`config.mk`:
```
export PLATFORM = sky130hd
export DESIGN_NAME = regex_pretokenizer_splitter
export DESIGN_NICKNAME = d
export VERILOG_FILES = /design/src/rtl/rps_pkg.sv /design/src/rtl/rps_step.sv /design/src/rtl/regex_pretokenizer_splitter.sv
export SDC_FILE = /design/constraint.sdc
export NUM_CORES = 1
export LEC_CHECK = 0
export BUFFER_PORTS_ARGS = -buffer_cell sky130_fd_sc_hd__buf_2
export CAP_MARGIN = 20
export CORE_MARGIN = 4
export CORE_UTILIZATION = 43
export CTS_BUF_LIST = sky130_fd_sc_hd__clkbuf_8
export DETAILED_ROUTE_END_ITERATION = 12
export GPL_TIMING_DRIVEN = 0
export HOLD_SLACK_MARGIN = 0.03
export PLACE_DENSITY_LB_ADDON = 0.05
export REMOVE_ABC_BUFFERS = 1
export SYNTH_ARGS = -nofsm -noshare
export SYNTH_HDL_FRONTEND = slang
export SYNTH_SLANG_ARGS = --single-unit
```
`constraint.sdc`:
```
create_clock -name clk -period 21.6 [get_ports clk]
set_clock_uncertainty 0.05 [all_clocks]
set_input_delay 4.32 -clock clk [delete_from_list [all_inputs] [get_ports clk]]
set_output_delay 4.32 -clock clk [all_outputs]
set_load 0.1 [all_outputs]
```
`src/rtl/rps_pkg.sv`:
```
// shared types and character constants for the pre-token splitter
`default_nettype none

package rps_pkg;

	localparam int CP_W     = 21;
	localparam int LA_DEPTH = 3;

	typedef logic [CP_W-1:0] cp_t;

	// input item as it crosses the item channel
	typedef struct packed {
		cp_t  codepoint;
		logic letter_flag;
		logic digit_flag;
		logic space_flag;
		logic text_end;
	} item_t;

	// one released codepoint on the result channel
	typedef struct packed {
		cp_t  out_codepoint;
		logic piece_start;
		logic text_final;
		logic batch_last;
	} result_t;

	// held lookahead entry
	typedef struct packed {
		logic letter;
		logic digit;
		logic space;
		cp_t  cp;
	} ent_t;

	typedef enum logic [1:0] {
		CLS_L,
		CLS_D,
		CLS_W,
		CLS_P
	} cls_t;

	typedef enum logic [2:0] {
		MODE_START,
		MODE_LETTER,
		MODE_PUNCT,
		MODE_PUNCT_NL,
		MODE_WS,
		MODE_CONTR1,
		MODE_CONTR2
	} mode_t;

	// splitter state carried between items
	typedef struct packed {
		ent_t [LA_DEPTH-1:0] ent;
		logic [1:0]          held;
		mode_t               mode;
	} la_state_t;

	// one release of a step
	typedef struct packed {
		cp_t  cp;
		logic st;
	} rel_t;

	// everything one item releases
	typedef struct packed {
		rel_t [LA_DEPTH-1:0] rel;
		logic [1:0]          cnt;
	} step_res_t;

	localparam cp_t CH_APOS     = 21'h27;
	localparam cp_t CH_S        = 21'h73;
	localparam cp_t CH_T        = 21'h74;
	localparam cp_t CH_M        = 21'h6d;
	localparam cp_t CH_D        = 21'h64;
	localparam cp_t CH_R        = 21'h72;
	localparam cp_t CH_V        = 21'h76;
	localparam cp_t CH_L        = 21'h6c;
	localparam cp_t CH_E        = 21'h65;
	localparam cp_t CH_UA       = 21'h41;
	localparam cp_t CH_UZ       = 21'h5a;
	localparam cp_t CH_CR       = 21'h0d;
	localparam cp_t CH_LF       = 21'h0a;
	localparam cp_t CH_SP       = 21'h20;
	localparam cp_t CASE_OFFSET = 21'd32;

endpackage

`default_nettype wire

```
`src/rtl/rps_step.sv`:
```
// combinational step: append one codepoint and release what the rules allow
`default_nettype none

module rps_step (
	input  wire rps_pkg::la_state_t cur,
	input  wire rps_pkg::item_t     item,
	output rps_pkg::la_state_t      nxt,
	output rps_pkg::step_res_t      res
);

	typedef struct packed {
		logic           go;
		logic           st;
		rps_pkg::mode_t nm;
	} dec_t;

	function automatic rps_pkg::cls_t cls_of(rps_pkg::ent_t e);
		rps_pkg::cls_t c;
		if (e.letter)
			c = rps_pkg::CLS_L;
		else if (e.digit)
			c = rps_pkg::CLS_D;
		else if (e.space)
			c = rps_pkg::CLS_W;
		else
			c = rps_pkg::CLS_P;
		return c;
	endfunction

	function automatic logic is_crlf(rps_pkg::cp_t cp);
		return (cp == rps_pkg::CH_CR) || (cp == rps_pkg::CH_LF);
	endfunction

	function automatic rps_pkg::cp_t fold(rps_pkg::cp_t cp);
		rps_pkg::cp_t r;
		if (cp >= rps_pkg::CH_UA && cp <= rps_pkg::CH_UZ)
			r = cp + rps_pkg::CASE_OFFSET;
		else
			r = cp;
		return r;
	endfunction

	// head entry opens a new piece
	function automatic dec_t start_decide(rps_pkg::la_state_t s, logic fin);
		dec_t          d;
		rps_pkg::cp_t  cp;
		rps_pkg::cp_t  y;
		rps_pkg::cp_t  z;
		rps_pkg::cls_t cx;
		rps_pkg::cls_t cy;
		logic          h1;
		logic          h2;
		logic          w1;
		logic          w2;
		d.go = 1'b1;
		d.st = 1'b1;
		d.nm = rps_pkg::MODE_START;
		cp = s.ent[0].cp;
		cx = cls_of(s.ent[0]);
		cy = cls_of(s.ent[1]);
		y  = fold(s.ent[1].cp);
		z  = fold(s.ent[2].cp);
		h1 = s.held > 2'd1;
		h2 = s.held > 2'd2;
		w1 = !h1 && !fin;
		w2 = !h2 && !fin;
		if (cp == rps_pkg::CH_APOS) begin
			if (w1) begin
				d.go = 1'b0;
				return d;
			end
			if (h1) begin
				if (y == rps_pkg::CH_S || y == rps_pkg::CH_T ||
				    y == rps_pkg::CH_M || y == rps_pkg::CH_D) begin
					d.nm = rps_pkg::MODE_CONTR1;
					return d;
				end
				if (y == rps_pkg::CH_R || y == rps_pkg::CH_V || y == rps_pkg::CH_L) begin
					if (w2) begin
						d.go = 1'b0;
						return d;
					end
					if (h2 && ((((y == rps_pkg::CH_R) || (y == rps_pkg::CH_V)) &&
					            z == rps_pkg::CH_E) ||
					           (y == rps_pkg::CH_L && z == rps_pkg::CH_L))) begin
						d.nm = rps_pkg::MODE_CONTR2;
						return d;
					end
				end
			end
		end
		if (cx == rps_pkg::CLS_L) begin
			d.nm = rps_pkg::MODE_LETTER;
			return d;
		end
		if (cx == rps_pkg::CLS_D) begin
			d.nm = rps_pkg::MODE_START;
			return d;
		end
		if (!is_crlf(cp)) begin
			if (w1) begin
				d.go = 1'b0;
				return d;
			end
			if (h1) begin
				if (cy == rps_pkg::CLS_L) begin
					d.nm = rps_pkg::MODE_LETTER;
					return d;
				end
				if (cp == rps_pkg::CH_SP && cy == rps_pkg::CLS_P) begin
					d.nm = rps_pkg::MODE_PUNCT;
					return d;
				end
			end
		end
		d.nm = (cx == rps_pkg::CLS_P) ? rps_pkg::MODE_PUNCT : rps_pkg::MODE_WS;
		return d;
	endfunction

	// head entry under the open piece
	function automatic dec_t decide(rps_pkg::la_state_t s, logic fin);
		dec_t          d;
		rps_pkg::cp_t  cp;
		rps_pkg::cls_t cx;
		rps_pkg::cls_t cz;
		logic          donate;
		d.go   = 1'b1;
		d.st   = 1'b0;
		d.nm   = rps_pkg::MODE_START;
		cp     = s.ent[0].cp;
		cx     = cls_of(s.ent[0]);
		cz     = cls_of(s.ent[1]);
		donate = (s.held > 2'd1) &&
		         ((cz == rps_pkg::CLS_L && !is_crlf(cp)) ||
		          (cz == rps_pkg::CLS_P && cp == rps_pkg::CH_SP));
		case (s.mode)
			rps_pkg::MODE_CONTR2: begin
				d.nm = rps_pkg::MODE_CONTR1;
				return d;
			end
			rps_pkg::MODE_CONTR1: begin
				d.nm = rps_pkg::MODE_START;
				return d;
			end
			rps_pkg::MODE_LETTER: begin
				if (cx == rps_pkg::CLS_L) begin
					d.nm = rps_pkg::MODE_LETTER;
					return d;
				end
			end
			rps_pkg::MODE_PUNCT: begin
				if (cx == rps_pkg::CLS_P) begin
					d.nm = rps_pkg::MODE_PUNCT;
					return d;
				end
				if (is_crlf(cp)) begin
					d.nm = rps_pkg::MODE_PUNCT_NL;
					return d;
				end
			end
			rps_pkg::MODE_PUNCT_NL: begin
				if (is_crlf(cp)) begin
					d.nm = rps_pkg::MODE_PUNCT_NL;
					return d;
				end
			end
			rps_pkg::MODE_WS: begin
				if (cx == rps_pkg::CLS_W) begin
					// need the next char to know if the last space is handed on
					if (!(s.held > 2'd1) && !fin) begin
						d.go = 1'b0;
						return d;
					end
					if (!donate) begin
						d.nm = rps_pkg::MODE_WS;
						return d;
					end
				end
			end
			default: begin
			end
		endcase
		return start_decide(s, fin);
	endfunction

	always_comb begin
		rps_pkg::la_state_t s;
		rps_pkg::step_res_t r;
		rps_pkg::ent_t      e;
		dec_t               d;
		logic               run;
		e.letter = item.letter_flag;
		e.digit  = item.digit_flag;
		e.space  = item.space_flag;
		e.cp     = item.codepoint;
		s = cur;
		case (cur.held)
			2'd0:    s.ent[0] = e;
			2'd1:    s.ent[1] = e;
			default: s.ent[2] = e;
		endcase
		s.held = cur.held + 2'd1;
		r      = '0;
		run    = 1'b1;
		d      = '0;
		for (int k = 0; k < rps_pkg::LA_DEPTH; k++) begin
			if (run && s.held != 2'd0) begin
				d = decide(s, item.text_end);
				if (d.go) begin
					r.rel[k].cp = s.ent[0].cp;
					r.rel[k].st = d.st;
					r.cnt       = r.cnt + 2'd1;
					s.ent       = {rps_pkg::ent_t'('0), s.ent[rps_pkg::LA_DEPTH-1:1]};
					s.held      = s.held - 2'd1;
					s.mode      = d.nm;
				end else begin
					run = 1'b0;
				end
			end else begin
				run = 1'b0;
			end
		end
		// end of text flushes everything and closes the piece
		if (item.text_end)
			s = '0;
		nxt = s;
		res = r;
	end

endmodule

`default_nettype wire

```
`src/rtl/regex_pretokenizer_splitter.sv`:
```
// top level of the streaming pre-token splitter
`default_nettype none

// Splits a codepoint stream into pre-token pieces. Each accepted item is one
// codepoint with its letter, digit and whitespace flags; every codepoint comes
// back out once, in order, with piece_start set on the first codepoint of a
// piece. Rules at each piece start, in order: ASCII contractions ('s 't 'm 'd
// 're 've 'll, any case), an optional one-character lead plus a letter run, a
// single digit, an optional space plus a punctuation run plus trailing CR/LF,
// and a whitespace run whose last character moves to the next piece when that
// piece can use it as a lead. Up to two codepoints are held as lookahead, so a
// codepoint may leave only after one or two later ones arrive; text_end on an
// item releases everything held and starts a fresh text. Results of one item
// are a batch of zero to three transfers; batch_last marks its final transfer
// and text_final marks the final transfer of a text. An item passes through the
// input register, then the step logic updates the lookahead and loads the
// result register. The result register sends one transfer per cycle while
// result_stall is low, so an item that releases several codepoints holds back
// the next item until the last transfer of its batch goes; with the usual one
// release per item the block takes one item every cycle while results flow.
module regex_pretokenizer_splitter (
	input  wire                  clk,
	input  wire                  arst_n,
	input  wire                  item_valid,
	output logic                 item_stall,
	input  wire rps_pkg::item_t  item,
	output logic                 result_valid,
	input  wire                  result_stall,
	output rps_pkg::result_t     result
);

	// input register
	logic           valid_s1;
	rps_pkg::item_t item_s1;

	// lookahead and open piece
	rps_pkg::la_state_t state_q;
	rps_pkg::la_state_t state_nxt;
	rps_pkg::step_res_t step_res;

	// result batch register
	rps_pkg::rel_t [rps_pkg::LA_DEPTH-1:0] rel_q;
	logic [1:0] rem_q;
	logic [1:0] ptr_q;
	logic       fin_q;

	logic out_xfer;
	logic batch_free;
	logic advance;

	rps_step u_step (
		.cur  (state_q),
		.item (item_s1),
		.nxt  (state_nxt),
		.res  (step_res)
	);

	assign out_xfer   = result_valid && !result_stall;
	// the batch register can take a new batch when it is empty or empties this cycle
	assign batch_free = (rem_q == 2'd0) || (rem_q == 2'd1 && out_xfer);
	assign advance    = valid_s1 && batch_free;
	assign item_stall = valid_s1 && !batch_free;

	// input register: loads whenever it is empty or moving on
	always_ff @(posedge clk or negedge arst_n) begin
		if (!arst_n) begin
			valid_s1 <= 1'b0;
		end else if (!item_stall) begin
			valid_s1 <= item_valid;
		end
	end

	always_ff @(posedge clk) begin
		if (!item_stall && item_valid) begin
			item_s1 <= item;
		end
	end

	// splitter state moves once per item
	always_ff @(posedge clk or negedge arst_n) begin
		if (!arst_n) begin
			state_q <= '0;
		end else if (advance) begin
			state_q <= state_nxt;
		end
	end

	// batch bookkeeping: a new batch (possibly empty) replaces the drained one
	always_ff @(posedge clk or negedge arst_n) begin
		if (!arst_n) begin
			rem_q <= 2'd0;
			ptr_q <= 2'd0;
			fin_q <= 1'b0;
		end else if (advance) begin
			rem_q <= step_res.cnt;
			ptr_q <= 2'd0;
			fin_q <= item_s1.text_end;
		end else if (out_xfer) begin
			rem_q <= rem_q - 2'd1;
			ptr_q <= ptr_q + 2'd1;
		end
	end

	always_ff @(posedge clk) begin
		if (advance) begin
			rel_q <= step_res.rel;
		end
	end

	// output side reads the current entry of the batch
	assign result_valid         = (rem_q != 2'd0);
	assign result.out_codepoint = rel_q[ptr_q].cp;
	assign result.piece_start   = rel_q[ptr_q].st;
	assign result.batch_last    = (rem_q == 2'd1);
	assign result.text_final    = fin_q && (rem_q == 2'd1);

	// lookahead never holds more than two codepoints between items
	a_held_max: assert property (@(posedge clk) disable iff (!arst_n)
		state_q.held != 2'd3)
		else $error("lookahead holds more than two codepoints");

	// end of text leaves nothing held and no open piece
	a_end_flush: assert property (@(posedge clk) disable iff (!arst_n)
		(advance && item_s1.text_end) |=>
		(state_q.held == 2'd0 && state_q.mode == rps_pkg::MODE_START))
		else $error("text end did not flush the lookahead");

	// a two-character contraction tail is still held after its apostrophe
	a_contr_held: assert property (@(posedge clk) disable iff (!arst_n)
		(state_q.mode == rps_pkg::MODE_CONTR2) |-> (state_q.held == 2'd2))
		else $error("contraction tail missing from lookahead");

	// a step at end of text always releases at least one codepoint
	a_end_release: assert property (@(posedge clk) disable iff (!arst_n)
		(advance && item_s1.text_end) |-> (step_res.cnt != 2'd0))
		else $error("end of text released nothing");

endmodule

`default_nettype wire
```
==> summary.md, run 1 <==
| Metric | Value |
|---|---|
| Status | finished clean |
| Min cycle time layout | 15.05 ns |
| Hold_buf cts | 0 |
| Sequential-to-total area share from yosys stat | 36.59% |
| Syn_area_per_cell | 8.770 um2 |
| Largest net degree at the start of global routing | 72 |
| DRT iter0 DRCs | 1875 |
| R2r setup slk | 6.55 ns |
| Critical path required time | 21.76 ns |
| Utilization after layout | 47.41% |
| Cts bufs inserted | 17 |
| Total length of routed wires | 47430 um |
| TritonCTS sink count | 174 |
| Clock Latency Late Sink | 0.50 ns |
| Arrival time at the worst endpoint | 15.21 ns |
| Most frequent CP cell | inv_1 |
| Slew of the pin with the lowest slew margin | 1.061 ns |
| H-tree depth | 4 |
| Vias in the first global route | 11500 |
| First-pass GRT wire length | 72700 um |
| Commonest cells after routing, fill and taps aside | 176 x nor2_1, 156 x nand2_1, 91 x edfxtp_1 |
| Die Footprint | 33430 um2 |
| Routability Congestion | 0.9870 |
| Final setup fails | 0 |
| I/O Pins | 55 |
| CP max-delay cell | nor2_4 |
| Crit path capture type | flop |
| Remaining DRCs | 0 |
| Fin crit share | 69.66% |
| Core box area | 29870 um2 |
| Layout cell share with drive strength beyond 1 | 12.74% |
| Row cnt | 63 |
| Reg clk slew, reported paths | 0.12 ns |
| Critical path class | flop to flop |
| Initial antenna violation count | 1 |
| CTS tree | yes |
| Area grow syn2layout | 7.747% |
| Clock Path Buffers | 2 |
| Post-CTS Setup Bufs | 0 |
| Crit start category | flop |
| Starting Density | 44.00% |
| Post-synth EDFFs | 91 |
| Die Span X | 182.9 um |
| Mapped Cells | 1499 |
| Slowest stage delay, CP | 0.88 ns |
| Yosys reg bits | 174 |
| Detail Route Antenna Nets | 0 |
| # port buffers | 54 |
| Total number of vias | 12430 |
| DP HPWL | 33870 um |
| TritonRoute pass-1 iters | 6 |
| Wire per inst | 25.21 um |
| Setup TNS | 0 ns |
| Min-delay worst type | flop to flop |
| Fin nets | 1530 |
| RSZ-0062 raised after global routing | false |
| Via density | 6.607 |
| Grt total ovfl | 0 |
| N_diodes | 0 |
| Max-Cap Viols | 0 |
| Worst-path fanout max | 71 |
| Post-synth ARST share | 47.70% |
| Ys flop type | edfxtp_1 |
| Fin. Hold Viols | 0 |
| Clock root cell | clkbuf_8 |
| Commonest non-fill, non-tap cell in the layout | nor2_1 |
| Slew headroom | 29.13% |
| Die H | 182.9 um |
| Cell area after synthesis | 13150 um2 |
| Resized Gates After CTS | 0 |
| Yosys warns | 0 |
| Gr usage total | 27.80% |
| Number of distinct library cells after synthesis | 106 |
| Fin. max-slew vios | 0 |
| F_max | 0.06646 GHz |
-- synthesized netlist by cell type, drive strengths merged, types with 29 or more instances --
master  count  area share [%]
buf        48             2.5
nand3      29             1.1
o21ai     100             3.9
nor3       55             2.3
nor2      180             5.3
clkbuf     63             1.8
o211ai     29             1.7
dfrtp      83              16
edfxtp     91              21
inv        52             1.5
a22o       35             2.3
mux2i      86             6.8
a21oi      71             2.8
nand2     159             4.6
-- cell type report --
type	instances	area, um2
sequential	174	4811
inverter	52	205.2
clock buffer	17	234.0
multi-input combinational	1162	7637
timing repair buffer	71	584.3
fill	2909	15710
tap	390	488.0
clock inverter	15	205.2
-- per-stage QoR --
| stage | hold WS (ns) | std cells | setup WS (ns) | instance area [um2] |
|---|---|---|---|---|
| 2_1_floorplan | 0.3924 | 1388 | 8.292 | 12580 |
| 3_3_place_gp | 0.4086 | 1832 | 0.9718 | 13340 |
| 3_5_place_dp | 0.4124 | 1847 | 6.917 | 13700 |
| 4_1_cts | 0.4392 | 1879 | 6.870 | 14140 |
| 5_1_grt | 0.4479 | 1881 | 5.980 | 14160 |
| 6_report | 0.4358 | 1881 | 6.554 | 14160 |
-- flip-flops by register name (all words and copies together) (netlist names) --
signal    flops
item_s1      25
fin_q         1
ptr_q         2
rem_q         2
state_q      77
rel_q        66
valid_s1      1
-- final timing paths --
| kind | depth (start not counted) | endpoint | start |
|---|---|---|---|
| max | 45 | rel_q[62] | state_q[3] |
| min | 2 | fin_q | fin_q |
| max reg2reg | 45 | rel_q[62] | state_q[3] |
| min reg2reg | 2 | fin_q | fin_q |
| max in group asynchronous | 2 | state_q[69] | arst_n |
| min in group asynchronous | 1 | state_q[0] | arst_n |
-- layer usage --
metal	wire length, um	GRT usage (%)	part of all wire, %
met1	22680	44.43	48
met3	4605	5.216	9.7
met2	19580	39.65	41
met5	7	0	0.015
met4	565	4.261	1.2
-- critical path: cells and delay by family, from the launching register on --
family / cells / cell delay, ns
buffers and inverters: 11 / 2.53
adders and majority gates: 4 / 1.33
DFF: 1 / 0.66
muxes: 3 / 1.26
and+or+nand+nor: 11 / 4.07
AOI/OAI and AO/OA: 16 / 4.69
-- cells by family (layout without fill, tap and decap cells) --
group	Yosys count	in the layout	synth area share, %
AO/OA/AOI/OAI	455	455	24.91
XOR/XNOR	8	8	0.5330
adder cells (fa/ha/maj)	23	23	2.189
buffers and inverters	163	155	5.853
flip-flops	174	174	36.59
multiplexers	108	108	8.794
AND/OR/NAND/NOR	568	568	21.14
Power of run 1 is not shown: default switching activity piles up to over one toggle a cycle in this logic, so the estimate is an artifact.
==> run 2: changes to the inputs <==
==> constraint.sdc (replaced) <==
create_clock -name clk -period 15 [get_ports clk]
set_clock_uncertainty 0.05 [all_clocks]
set_input_delay 3 -clock clk [delete_from_list [all_inputs] [get_ports clk]]
set_output_delay 3 -clock clk [all_outputs]
set_load 0.1 [all_outputs]
==> summary.md, run 2 (synthesized netlist as in run 1, its figures left out) <==
| Metric | Value |
|---|---|
| Min cycle time layout | 14.22 ns |
| Fin nets | 1532 |
| Crit start category | flop |
| Post-CTS Setup Bufs | 0 |
| Busiest grt layer | met1 |
| Met1 GRT Util | 44.43% |
| Routability Congestion | 0.9870 |
| R2r setup slk | 0.78 ns |
| Wire per inst | 25.59 um |
| First-pass GRT wire length | 72700 um |
| Critical Path Start | state_q[3] |
| Reg-to-Reg Start | state_q[3] |
| DP Cell Count | 1847 |
| RSZ-0062 raised after global routing | false |
| I/O Pins | 55 |
| Gr usage total | 27.80% |
| Min-delay src | fin_q |
| Largest register by flop count | state_q |
| F_max | 0.07030 GHz |
| Commonest non-fill, non-tap cell in the layout | nor2_1 |
| R2R depth | 46 |
| # port buffers | 54 |
| Worst Hold Depth | 2 |
| Status | finished clean |
| Largest net degree at the start of global routing | 72 |
| Max-Cap Viols | 0 |
| Slew of the pin with the lowest slew margin | 1.070 ns |
| Most frequent CP cell | inv_1 |
| Area grow syn2layout | 7.909% |
| Post-Layout Inst Area | 14190 um2 |
| DRT iter0 DRCs | 1848 |
| Fin. Hold Viols | 0 |
| Met3 usage in global routing | 5.216% |
| Fin. max-slew vios | 0 |
| Total number of vias | 12450 |
| Slowest stage delay, CP | 0.66 ns |
| Vias in the first global route | 11500 |
| Critical path class | flop to flop |
| Die Span X | 182.9 um |
| Grt total ovfl | 0 |
| CP max-delay cell | dfrtp_1 |
| Commonest cells after routing, fill and taps aside | 176 x nor2_1, 156 x nand2_1, 91 x edfxtp_1 |
| N_diodes | 0 |
| Buf+Inv Stages, Crit Path | 12 |
| Regs by FF count | state_q (77), rel_q (66), item_s1 (25) |
| Crit-path leading delay family | compound AO/OA/AOI/OAI gates |
| Fin Hold WS | 0.4347 ns |
| Arrival time at the worst endpoint | 14.59 ns |
| Min-delay worst type | flop to flop |
| TritonCTS sink count | 174 |
| CTS tree | yes |
| Critical path required time | 15.36 ns |
| Slew headroom | 28.67% |
| Clock Path Buffers | 2 |
| Via density | 6.612 |
| Total length of routed wires | 48190 um |
| Row cnt | 63 |
| Remaining DRCs | 0 |
| Final setup fails | 0 |
| Resized Gates After CTS | 0 |
| Core box area | 29870 um2 |
| Hold_buf cts | 0 |
| DP HPWL | 33870 um |
| Layout cell share with drive strength beyond 1 | 12.93% |
| Crit path capture type | flop |
| Met2 Use GR | 39.65% |
| Die Footprint | 33430 um2 |
| Cts bufs inserted | 17 |
| RR Endpoint | state_q[39] |
| Initial antenna violation count | 1 |
| Detail Route Antenna Nets | 0 |
| Die H | 182.9 um |
| DP Area | 13700 um2 |
| TritonRoute pass-1 iters | 6 |
| Largest register FFs | 77 |
| Worst-path fanout max | 56 |
| Final std cells w/o fill | 1883 |
| Clock root cell | clkbuf_8 |
| Worst hold endpoint | fin_q |
| H-tree depth | 4 |
| Starting Density | 44.00% |
| Fin crit share | 94.83% |
| Reg clk slew, reported paths | 0.12 ns |
| Clock Latency Late Sink | 0.50 ns |
==> run 2: worst min-delay path: stages (launching register included) <==
cell     delay, ns
dfrtp_1       0.35
nand2_1       0.05
o21ai_0       0.06
==> run 2: metal layers <==
| metal | up-vias | part of all wire (%) |
|---|---|---|
| li1 | 5653 | - |
| met1 | 6097 | 47 |
| met2 | 637 | 42 |
| met3 | 62 | 9.6 |
| met4 | 2 | 1.5 |
| met5 | - | 0.015 |
==> run 2: how the worst max path moves through the flow <==
stage                             end  slack [ns]  cells after the start
after detailed placement    rel_q[60]        0.32                     44
after floorplan           state_q[44]        1.69                     38
final                     state_q[39]        0.78                     46
after global placement    state_q[47]       -5.63                     33
after CTS                   rel_q[62]        0.27                     44
after global routing      state_q[39]        0.35                     46
==> run 2: cell type report <==
| class | instances | area (um2) |
|---|---|---|
| sequential | 174 | 4811 |
| inverter | 52 | 205.2 |
| clock inverter | 15 | 205.2 |
| timing repair buffer | 71 | 584.3 |
| clock buffer | 17 | 234.0 |
| fill | 2911 | 15690 |
| tap | 390 | 488.0 |
| multi-input combinational | 1164 | 7659 |
==> run 2: per-stage QoR <==
| step | setup slack (ns) | util, % | setup TNS, ns |
|---|---|---|---|
| after floorplan | 1.692 | - | 0 |
| after global placement | -5.628 | 44.65 | -418.15 |
| after detailed placement | 0.3167 | 45.87 | 0 |
| after CTS | 0.2704 | 47.34 | 0 |
| after global routing | 0.3499 | 47.49 | 0 |
| final | 0.7753 | 47.49 | 0 |
Power of run 2 is left out for the same reason.
==> run 3: changes to the inputs <==
==> constraint.sdc (replaced) <==
create_clock -name clk -period 12.5 [get_ports clk]
set_clock_uncertainty 0.05 [all_clocks]
set_input_delay 1.25 -clock clk [delete_from_list [all_inputs] [get_ports clk]]
set_output_delay 1.25 -clock clk [all_outputs]
set_load 0.1 [all_outputs]
==> summary.md, run 3 (synthesized netlist as in run 1, its figures left out) <==
| Metric | Value |
|---|---|
| Via density | 6.702 |
| Min-delay src | fin_q |
| Largest register by flop count | state_q |
| Row cnt | 63 |
| Buf+Inv Stages, Crit Path | 9 |
| Fin. max-slew vios | 0 |
| Reg clk slew, reported paths | 0.13 ns |
| Post-Layout Inst Area | 14350 um2 |
| Crit-path leading delay family | compound AO/OA/AOI/OAI gates |
| Initial antenna violation count | 1 |
| Grt total ovfl | 0 |
| Die Span X | 182.9 um |
| Min cycle time layout | 12.13 ns |
| Cts bufs inserted | 17 |
| Crit start category | flop |
| Worst Hold Depth | 2 |
| TritonCTS sink count | 174 |
| CTS tree | yes |
| Starting Density | 44.00% |
| Fin crit share | 97.07% |
| Area grow syn2layout | 9.137% |
| Die H | 182.9 um |
| Crit path capture type | flop |
| Critical Path Start | state_q[3] |
| RSZ-0062 raised after global routing | false |
| Vias in the first global route | 11630 |
| Min-delay worst type | flop to flop |
| Layout cell share with drive strength beyond 1 | 13.77% |
| DP HPWL | 33870 um |
| DRT iter0 DRCs | 1997 |
| Clock root cell | clkbuf_8 |
| Critical path required time | 12.84 ns |
| F_max | 0.08242 GHz |
| Slew headroom | 22.10% |
| # port buffers | 54 |
| Total number of vias | 12690 |
| Status | finished clean |
| N_diodes | 0 |
| Routability Congestion | 0.9870 |
| Wire per inst | 26.11 um |
| DP Area | 13700 um2 |
| Worst-path fanout max | 34 |
| CP max-delay cell | o41ai_1 |
| Largest net degree at the start of global routing | 70 |
| Crit. path cell count | 42 |
| TritonRoute pass-1 iters | 6 |
| R2R depth | 42 |
| Detail Route Antenna Nets | 0 |
| Critical path class | flop to flop |
| Commonest cells after routing, fill and taps aside | 176 x nor2_1, 156 x nand2_1, 91 x edfxtp_1 |
| Gr usage total | 28.67% |
| Regs by FF count | state_q (77), rel_q (66), item_s1 (25) |
| Die Footprint | 33430 um2 |
| Largest register FFs | 77 |
| Total length of routed wires | 49420 um |
| Final setup fails | 0 |
| Fin nets | 1542 |
| H-tree depth | 4 |
| Slew of the pin with the lowest slew margin | 1.153 ns |
| Remaining DRCs | 0 |
| I/O Pins | 55 |
| Fin. Hold Viols | 0 |
| Core box area | 29870 um2 |
| Reg-to-Reg Start | state_q[3] |
| Slowest stage delay, CP | 0.56 ns |
| First-pass GRT wire length | 74420 um |
| Arrival time at the worst endpoint | 12.48 ns |
| Clock Latency Late Sink | 0.49 ns |
| Commonest non-fill, non-tap cell in the layout | nor2_1 |
| Utilization after layout | 48.03% |
| Clock Path Buffers | 2 |
| Max-Cap Viols | 0 |
-- run 3: final cells by class --
cell class	instances	area, um2
clock buffers	17	234.0
clock inverters	15	205.2
fillers	2893	15530
inverters	52	207.7
multi-input cells	1167	7701
flip-flops and latches	174	4812
well taps	390	488.0
repair buffers	78	699.4
-- run 3: repair_timing --
| action | 4_1_cts | 5_1_grt |
|---|---|---|
| pin swaps | 6 | 3 |
| hold buffers | 0 | 0 |
| setup endpoints to repair | 75 | 75 |
| setup buffers | 5 | 3 |
| resized for setup | 7 | 3 |
| cloned | 5 | 0 |
-- run 3: worst reg2reg max path: cells and delay by family, from the launching register on --
family,cells,cell delay (ns)
fa+ha+maj,4,1.31
mux,3,1.24
buf+inv,9,1.93
flops,1,0.53
compound gates,15,3.88
simple gates,11,3.09
-- run 3: final timing paths --
| check | endpoint | slack (ns) |
|---|---|---|
| worst max register to register | state_q[28] | 0.37 |
| max in group asynchronous | state_q[69] | 11.08 |
| min in group asynchronous | state_q[0] | 0.64 |
| worst max-delay path | state_q[28] | 0.37 |
| worst min-delay path | fin_q | 0.44 |
| worst min register to register | fin_q | 0.44 |
-- run 3: routing by layer --
layer  vias up  routed length, um  GRT usage (%)
met5         -                  0              0
met4         0                849          5.989
met3        72               4728          5.395
met2       718              20660          40.97
met1      6222              23180          45.08
li1       5675                  -              -
-- run 3: metrics by stage --
stage          hold WS, ns  worst slack, ns  std cells  setup TNS, ns
3_3_place_gp        0.4086           -8.128       1832        -664.67
2_1_floorplan       0.3924          -0.8081       1388         -38.79
5_1_grt             0.4479          0.07139       1893              0
6_report            0.4373           0.3664       1893              0
4_1_cts             0.4392          0.01424       1889              0
3_5_place_dp        0.4124           -2.183       1847        -142.30
Power of run 3 is left out for the same reason.
